--- config.mk ---
export PLATFORM = sky130hd
export DESIGN_NAME = cmpu_ctrl
export DESIGN_NICKNAME = d
export VERILOG_FILES = /design/src/sv/cmpu_pkg.sv /design/src/sv/cmpu_ctrl.sv
export SDC_FILE = /design/constraint.sdc
export NUM_CORES = 1
export LEC_CHECK = 0
export BUFFER_PORTS_ARGS = -buffer_cell sky130_fd_sc_hd__buf_2
export CAP_MARGIN = 20
export CORE_MARGIN = 3
export CORE_UTILIZATION = 38
export CTS_CLUSTER_DIAMETER = 150
export CTS_CLUSTER_SIZE = 30
export DETAILED_ROUTE_END_ITERATION = 6
export PLACE_DENSITY = 0.65
export SKIP_CTS_REPAIR_TIMING = 1
export SLEW_MARGIN = 0
export SYNTH_ARGS = -nofsm -noshare
export SYNTH_HDL_FRONTEND = slang
export SYNTH_SLANG_ARGS = --single-unit
--- constraint.sdc ---
create_clock -name clk -period 3 [get_ports clk]
set_input_delay 0.6 -clock clk [delete_from_list [all_inputs] [get_ports clk]]
set_output_delay 0.6 -clock clk [all_outputs]
set_load 0.05 [all_outputs]
--- src/sv/cmpu_pkg.sv ---
package cmpu_pkg;

    // CORDIC step count and the number of steps actually run (at most one per table entry).
    localparam int CORDIC_STEPS = 24;
    localparam int ITERS = (CORDIC_STEPS > 32) ? 32 : CORDIC_STEPS;
    localparam logic [4:0] ITER_LAST = 5'(ITERS - 1);

    // Inverse CORDIC gain in Q1.30 and the guard bits kept through the rotation.
    localparam logic signed [31:0] INV_GAIN_Q30 = 32'sd652032874;
    localparam int GUARD_BITS = 8;
    localparam int SCALE_SHIFT = 30 - GUARD_BITS;

    // Working widths of the rotation datapath.
    localparam int OFS_W = 33;
    localparam int VEC_W = 44;
    localparam int ANG_W = 33;

    // Configuration register indexes.
    localparam logic [1:0] REG_CENTER_X = 2'd0;
    localparam logic [1:0] REG_CENTER_Y = 2'd1;
    localparam logic [1:0] REG_RATE     = 2'd2;
    localparam logic [1:0] REG_RUNNING  = 2'd3;

    // Item kinds.
    localparam logic ACT_TICK = 1'b0;
    localparam logic ACT_LOAD = 1'b1;

    // Commands from the controller to the datapath.
    typedef struct packed {
        logic       load_pos;
        logic       capture;
        logic       angle_en;
        logic       scale_en;
        logic       fold_en;
        logic       iter_en;
        logic       finish_en;
        logic       out_load;
        logic [4:0] step;
    } cmpu_cmd_t;

    // Status from the datapath to the controller.
    typedef struct packed {
        logic running;
        logic zero_radius;
    } cmpu_status_t;

    // Arctangent of 2^-i in 2^-32 turn units, rounded to nearest.
    function automatic logic [31:0] atan_turns(input logic [4:0] idx);
        logic [31:0] v;
        case (idx)
            5'd0:  v = 32'd536870912;
            5'd1:  v = 32'd316933406;
            5'd2:  v = 32'd167458907;
            5'd3:  v = 32'd85004756;
            5'd4:  v = 32'd42667331;
            5'd5:  v = 32'd21354465;
            5'd6:  v = 32'd10679838;
            5'd7:  v = 32'd5340245;
            5'd8:  v = 32'd2670163;
            5'd9:  v = 32'd1335087;
            5'd10: v = 32'd667544;
            5'd11: v = 32'd333772;
            5'd12: v = 32'd166886;
            5'd13: v = 32'd83443;
            5'd14: v = 32'd41722;
            5'd15: v = 32'd20861;
            5'd16: v = 32'd10430;
            5'd17: v = 32'd5215;
            5'd18: v = 32'd2608;
            5'd19: v = 32'd1304;
            5'd20: v = 32'd652;
            5'd21: v = 32'd326;
            5'd22: v = 32'd163;
            5'd23: v = 32'd81;
            5'd24: v = 32'd41;
            5'd25: v = 32'd20;
            5'd26: v = 32'd10;
            5'd27: v = 32'd5;
            5'd28: v = 32'd3;
            5'd29: v = 32'd1;
            5'd30: v = 32'd1;
            default: v = 32'd0;
        endcase
        return v;
    endfunction

endpackage

--- src/sv/cmpu_ctrl.sv ---
module cmpu_ctrl (
    input  logic                  clk,
    input  logic                  rst_n,
    input  logic                  in_valid,
    output logic                  in_ready,
    input  logic                  action,
    output logic                  out_valid,
    input  logic                  out_ready,
    input  cmpu_pkg::cmpu_status_t status,
    output cmpu_pkg::cmpu_cmd_t   cmd
);
    import cmpu_pkg::*;

    localparam logic [2:0] ST_IDLE   = 3'd0;
    localparam logic [2:0] ST_ANGLE  = 3'd1;
    localparam logic [2:0] ST_SCALE  = 3'd2;
    localparam logic [2:0] ST_FOLD   = 3'd3;
    localparam logic [2:0] ST_ITER   = 3'd4;
    localparam logic [2:0] ST_FINISH = 3'd5;
    localparam logic [2:0] ST_OUT    = 3'd6;

    logic [2:0] state_reg, state_next;
    logic [4:0] cnt_reg, cnt_next;
    logic       out_valid_reg, out_valid_next;
    logic       accept;
    logic       out_free;

    assign in_ready  = (state_reg == ST_IDLE);
    assign accept    = in_valid && in_ready;
    assign out_free  = !out_valid_reg || out_ready;
    assign out_valid = out_valid_reg;

    // Sequencer: one shared shift-add step per cycle in the iterate state.
    always_comb
    begin
        state_next     = state_reg;
        cnt_next       = cnt_reg;
        out_valid_next = out_valid_reg;
        cmd            = '0;
        cmd.step       = cnt_reg;

        if (out_valid_reg && out_ready)
        begin
            out_valid_next = 1'b0;
        end

        case (state_reg)
            ST_IDLE:
            begin
                if (accept)
                begin
                    cmd.capture = 1'b1;
                    if (action == ACT_LOAD)
                    begin
                        cmd.load_pos = 1'b1;
                        state_next   = ST_OUT;
                    end
                    else if (!status.running || status.zero_radius)
                    begin
                        state_next = ST_OUT;
                    end
                    else
                    begin
                        state_next = ST_ANGLE;
                    end
                end
            end
            ST_ANGLE:
            begin
                cmd.angle_en = 1'b1;
                state_next   = ST_SCALE;
            end
            ST_SCALE:
            begin
                cmd.scale_en = 1'b1;
                state_next   = ST_FOLD;
            end
            ST_FOLD:
            begin
                cmd.fold_en = 1'b1;
                cnt_next    = 5'd0;
                state_next  = ST_ITER;
            end
            ST_ITER:
            begin
                cmd.iter_en = 1'b1;
                cnt_next    = cnt_reg + 5'd1;
                if (cnt_reg == ITER_LAST)
                begin
                    state_next = ST_FINISH;
                end
            end
            ST_FINISH:
            begin
                cmd.finish_en = 1'b1;
                state_next    = ST_OUT;
            end
            ST_OUT:
            begin
                if (out_free)
                begin
                    cmd.out_load   = 1'b1;
                    out_valid_next = 1'b1;
                    state_next     = ST_IDLE;
                end
            end
            default:
            begin
                state_next = ST_IDLE;
            end
        endcase
    end

    always_ff @(posedge clk or negedge rst_n)
    begin
        if (!rst_n)
        begin
            state_reg     <= ST_IDLE;
            cnt_reg       <= 5'd0;
            out_valid_reg <= 1'b0;
        end
        else
        begin
            state_reg     <= state_next;
            cnt_reg       <= cnt_next;
            out_valid_reg <= out_valid_next;
        end
    end

endmodule

Word-level counts from Yosys, hierarchy flattened. Cells that the tools add are included.

Output and inout bits: 15. Logic and storage cells: 43. Register bits after elaboration: 9.

Equal/unequal tests: 10. Multiplexer cells: 20. Reduce and logical (&&, ||, !) cells: 9. $add $sub $neg: 1.

Operators with widths (count): case mux 3 bit (7 select lines) (1); 2-to-1 mux 3 bit (5); 2-to-1 mux 1 bit (11); case mux 5 bit (2 select lines) (1); equality test 3 bit, second input constant (3); equality test 3 x 2 -> 1 bit, second input constant (2); adder 5 x 1 -> 5 bit, second input constant (1); equality test 5 bit, second input constant (1); 2-to-1 mux 2 bit (2); inequality test 2 bit, second input constant (2); equality test 3 x 1 -> 1 bit, second input constant (1); logical NOT 3 bit (1); AND reduction 3 bit (1); logical AND 1 bit (2); logical NOT 1 bit (2); logical OR 1 bit (2); inequality test 2 x 1 -> 1 bit, second input constant (1); nonzero test 2 bit (1).

Logic depth before layout (Yosys ltp).
Depth after elaboration: 6. Gate-level depth with buffers: 5. Mapped depth without buffers: 4.

Worst setup path after synthesis. Ideal clock, no wire load.

Path kind: register -> output. From: register state_reg[2]. To: output port cmd[12] in the netlist's numbering. Arrival: 2337 ps. Slack: 63 ps. Cell stages (with the launch flop): 4. Buffers on the path: 1. Required time: 2400 ps. Cells stage by stage: dfrtp_1 buf_4 nor3_1 and3_1.

RTL lines: start: declaration (RTL line cmpu_ctrl.sv:22) `logic [2:0] state_reg, state_next;`; start signal: assignment (RTL line cmpu_ctrl.sv:124) `state_reg <= state_next;`; end: declaration (RTL line cmpu_ctrl.sv:10) `output cmpu_pkg::cmpu_cmd_t cmd`.

==> qor.txt <==
CTS root buf: clkbuf_4
Final Max Tran Viols: 0
Int Pwr: 0.357 mW
TritonCTS Buffers: 3
Bufs on Longest Clock Path: 2
Largest net degree at the start of global routing: 12
Layout cells sized above 1: 0.373
N_diodes: 0
Crit path DAT: 1.58 ns
Worst hold slack: 0.164 ns
Ports: 22
Peak Freq: 0.459 GHz
Ys Warns: 0
Initial antenna violation count: 0
Number of global-route vias before repair: 390
Initial core utilization: 0.444
Row cnt: 12
Syn nets: 61
Via count: 459
CP Max Fanout: 10
Clock Skew: 0.00473 ns
Final period util: 0.726
GRT Total Usage: 0.135
CP Cell Sequence: nor3_1 -> and3_1 -> buf_2
Post-synthesis mux area share: 0.0972
Net load switching power: 0.401 mW
I/O Buffers: 21
Final Critical Period: 2.18 ns
Post-Synth Simple-Gate Area: 0.255
Crit path launch type: flip-flop
First-pass DRT Iterations: 2
Post-Synth Adder-Cell Area: 0.0231
Worst R2R End: cnt_reg[2]
Unrepaired setup endpoints after global routing: false
Residual DRC: 0
DR WL/cell: 12.4 um
Sw Ratio: 0.529
Post-Synth XOR/XNOR Area: 0
Max reg flops: 5
Setup CP Type: flip-flop to primary output
Clk network pwr share: 0.125
Maxcap violations: 0
Reg2reg setup slack: 1.48 ns
Most area-hungry cell type in the Yosys netlist: dfrtp_1
Status: completed
R2R Path Start: state_reg[2]
Synth Cell Area: 541 sq um
Endpoint class of the critical path: primary output
Clk pin slew, worst setup/hold paths: 0.06 ns
Post-Synthesis Cells: 53
Comb power frac: 0.571
Die Y: 43.7 um
GRT overflow: 0
H-tree Lvls: 1
Final Power: 0.758 mW
Gpl congestion: 0.719
CTS sink count: 9
Max VDD drop: 0.662 mV
Leakage: 0.369 nW
Commonest non-fill, non-tap cell in the layout: buf_2
CTS tree: yes
Post-route ant nets: 0
DR vias/cell: 5.16
Largest family of logic cells by synthesized area: simple AND/OR/NAND/NOR gates
Layout Nets: 84
Skew-Pair Late Insertion Delay: 0.27 ns
Critical path's slowest cell: dfrtp_1
Data required, critical path: 2.40 ns
Die W: 43.7 um
Post-DP HPWL: 857 um
Final count of hold timing violations: 0
Post-synth top area share: 0.417
Synth unique cells: 27
Highest-count cells in the layout ignoring fill and taps: buf_2, dfrtp_1, nand2_1
Syn Area/Cell: 10.2 sq um
Power per Cell Area: 1140 nW/um^2
Post-route core utilization: 0.546
DR iter-0 viols: 9
First-pass GRT wire length: 1850 um
Sequential cell area fraction in the yosys report: 0.417
Fin Setup TNS: 0 ns
Synth area leaders: dfrtp_1, mux2i_1, mux2_2, nor3b_4, o21ai_0
Die area: 1910 sq um
DRT Wirelength: 1100 um
CP max stage delay: 0.49 ns
Placeable Area: 1220 sq um
Worst Tran Pin Value: 0.376 ns
Slew HR: 0.743
Reg power frac: 0.304
Post-synthesis register bit count: 9
Compound-gate portion of the synthesized area: 0.139
Area Overhead vs Synth: 22.9%
Worst reg2reg path depth: 3
Setup Viol. Count Final: 0
Hold crit path type: primary input to async pin
==> layer usage <==
metal  wire [um]  GRT usage
met1         508      0.179
met2         504      0.177
met3          65     0.0788
met4          21     0.0542
met5           0          0
==> synth_stat cells (all sizes together) <==
master	count
and2	1
and3	2
a22oi	1
and3b	1
a311o	1
o21ai	3
nor3b	1
a22o	1
a2111oi	1
mux2	2
nand4	2
dfrtp	9
inv	3
ha	1
mux2i	3
nor2b	1
nor3	2
nand2	4
o21a	1
nor2	3
a211o	1
nand3b	2
nand2b	2
buf	3
a311oi	1
nand4b	1
==> final cells by class <==
type                            count  area [sq um]
Fill cell                         116           552
Multi-Input combinational cell     38           278
Sequential cell                     9           225
Timing Repair Buffer               21           105
Clock buffer                        3          22.5
Tap cell                           14          17.5
Inverter                            3          11.3
Clock inverter                      1          5.00
==> worst max-delay path by stage <==
| stage | from | slack [ns] | endpoint | depth (start not counted) |
|---|---|---|---|---|
| floorplan | state_reg[2] | 0.06 | cmd[12] | 3 |
| global placement | state_reg[1] | 1.14 | cmd[12] | 3 |
| detailed placement | state_reg[2] | 1.11 | cmd[12] | 3 |
| CTS | state_reg[2] | 0.81 | cmd[12] | 3 |
| global route | state_reg[1] | 0.66 | cmd[12] | 3 |
| finish | state_reg[1] | 0.82 | cmd[12] | 3 |
==> critical path: cells and delay by family, from the launching register on <==
kind | cells | cell delay (ns)
buf+inv | 1 | 0.26
flops | 1 | 0.49
simple gates | 2 | 0.57
==> power groups by stage <==
stage / Combinational [mW] / Clock (mW) / Sequential, mW
final: 0.433 / 0.0947 / 0.230
after global routing: 0.460 / 0.106 / 0.241
after CTS: 0.438 / 0.0995 / 0.230
after detailed placement: 0.435 / 0 / 0.232
after global placement: 0.431 / 0 / 0.232
after floorplan: 0.238 / 0 / 0.343
==> stage by stage <==
stage,cell area [sq um],cells,worst slack (ns)
4_1_cts,664,89,0.806
6_report,664,89,0.823
3_5_place_dp,637,85,1.11
3_3_place_gp,637,85,1.14
2_1_floorplan,541,53,0.0626
5_1_grt,664,89,0.664
==> logic make-up after synthesis <==
group           Yosys count
simple gates             22
compound gates           10
flops                     9
buf+inv                   6
mux                       5
fa+ha+maj                 1
Power figures use the tool's default switching activity.
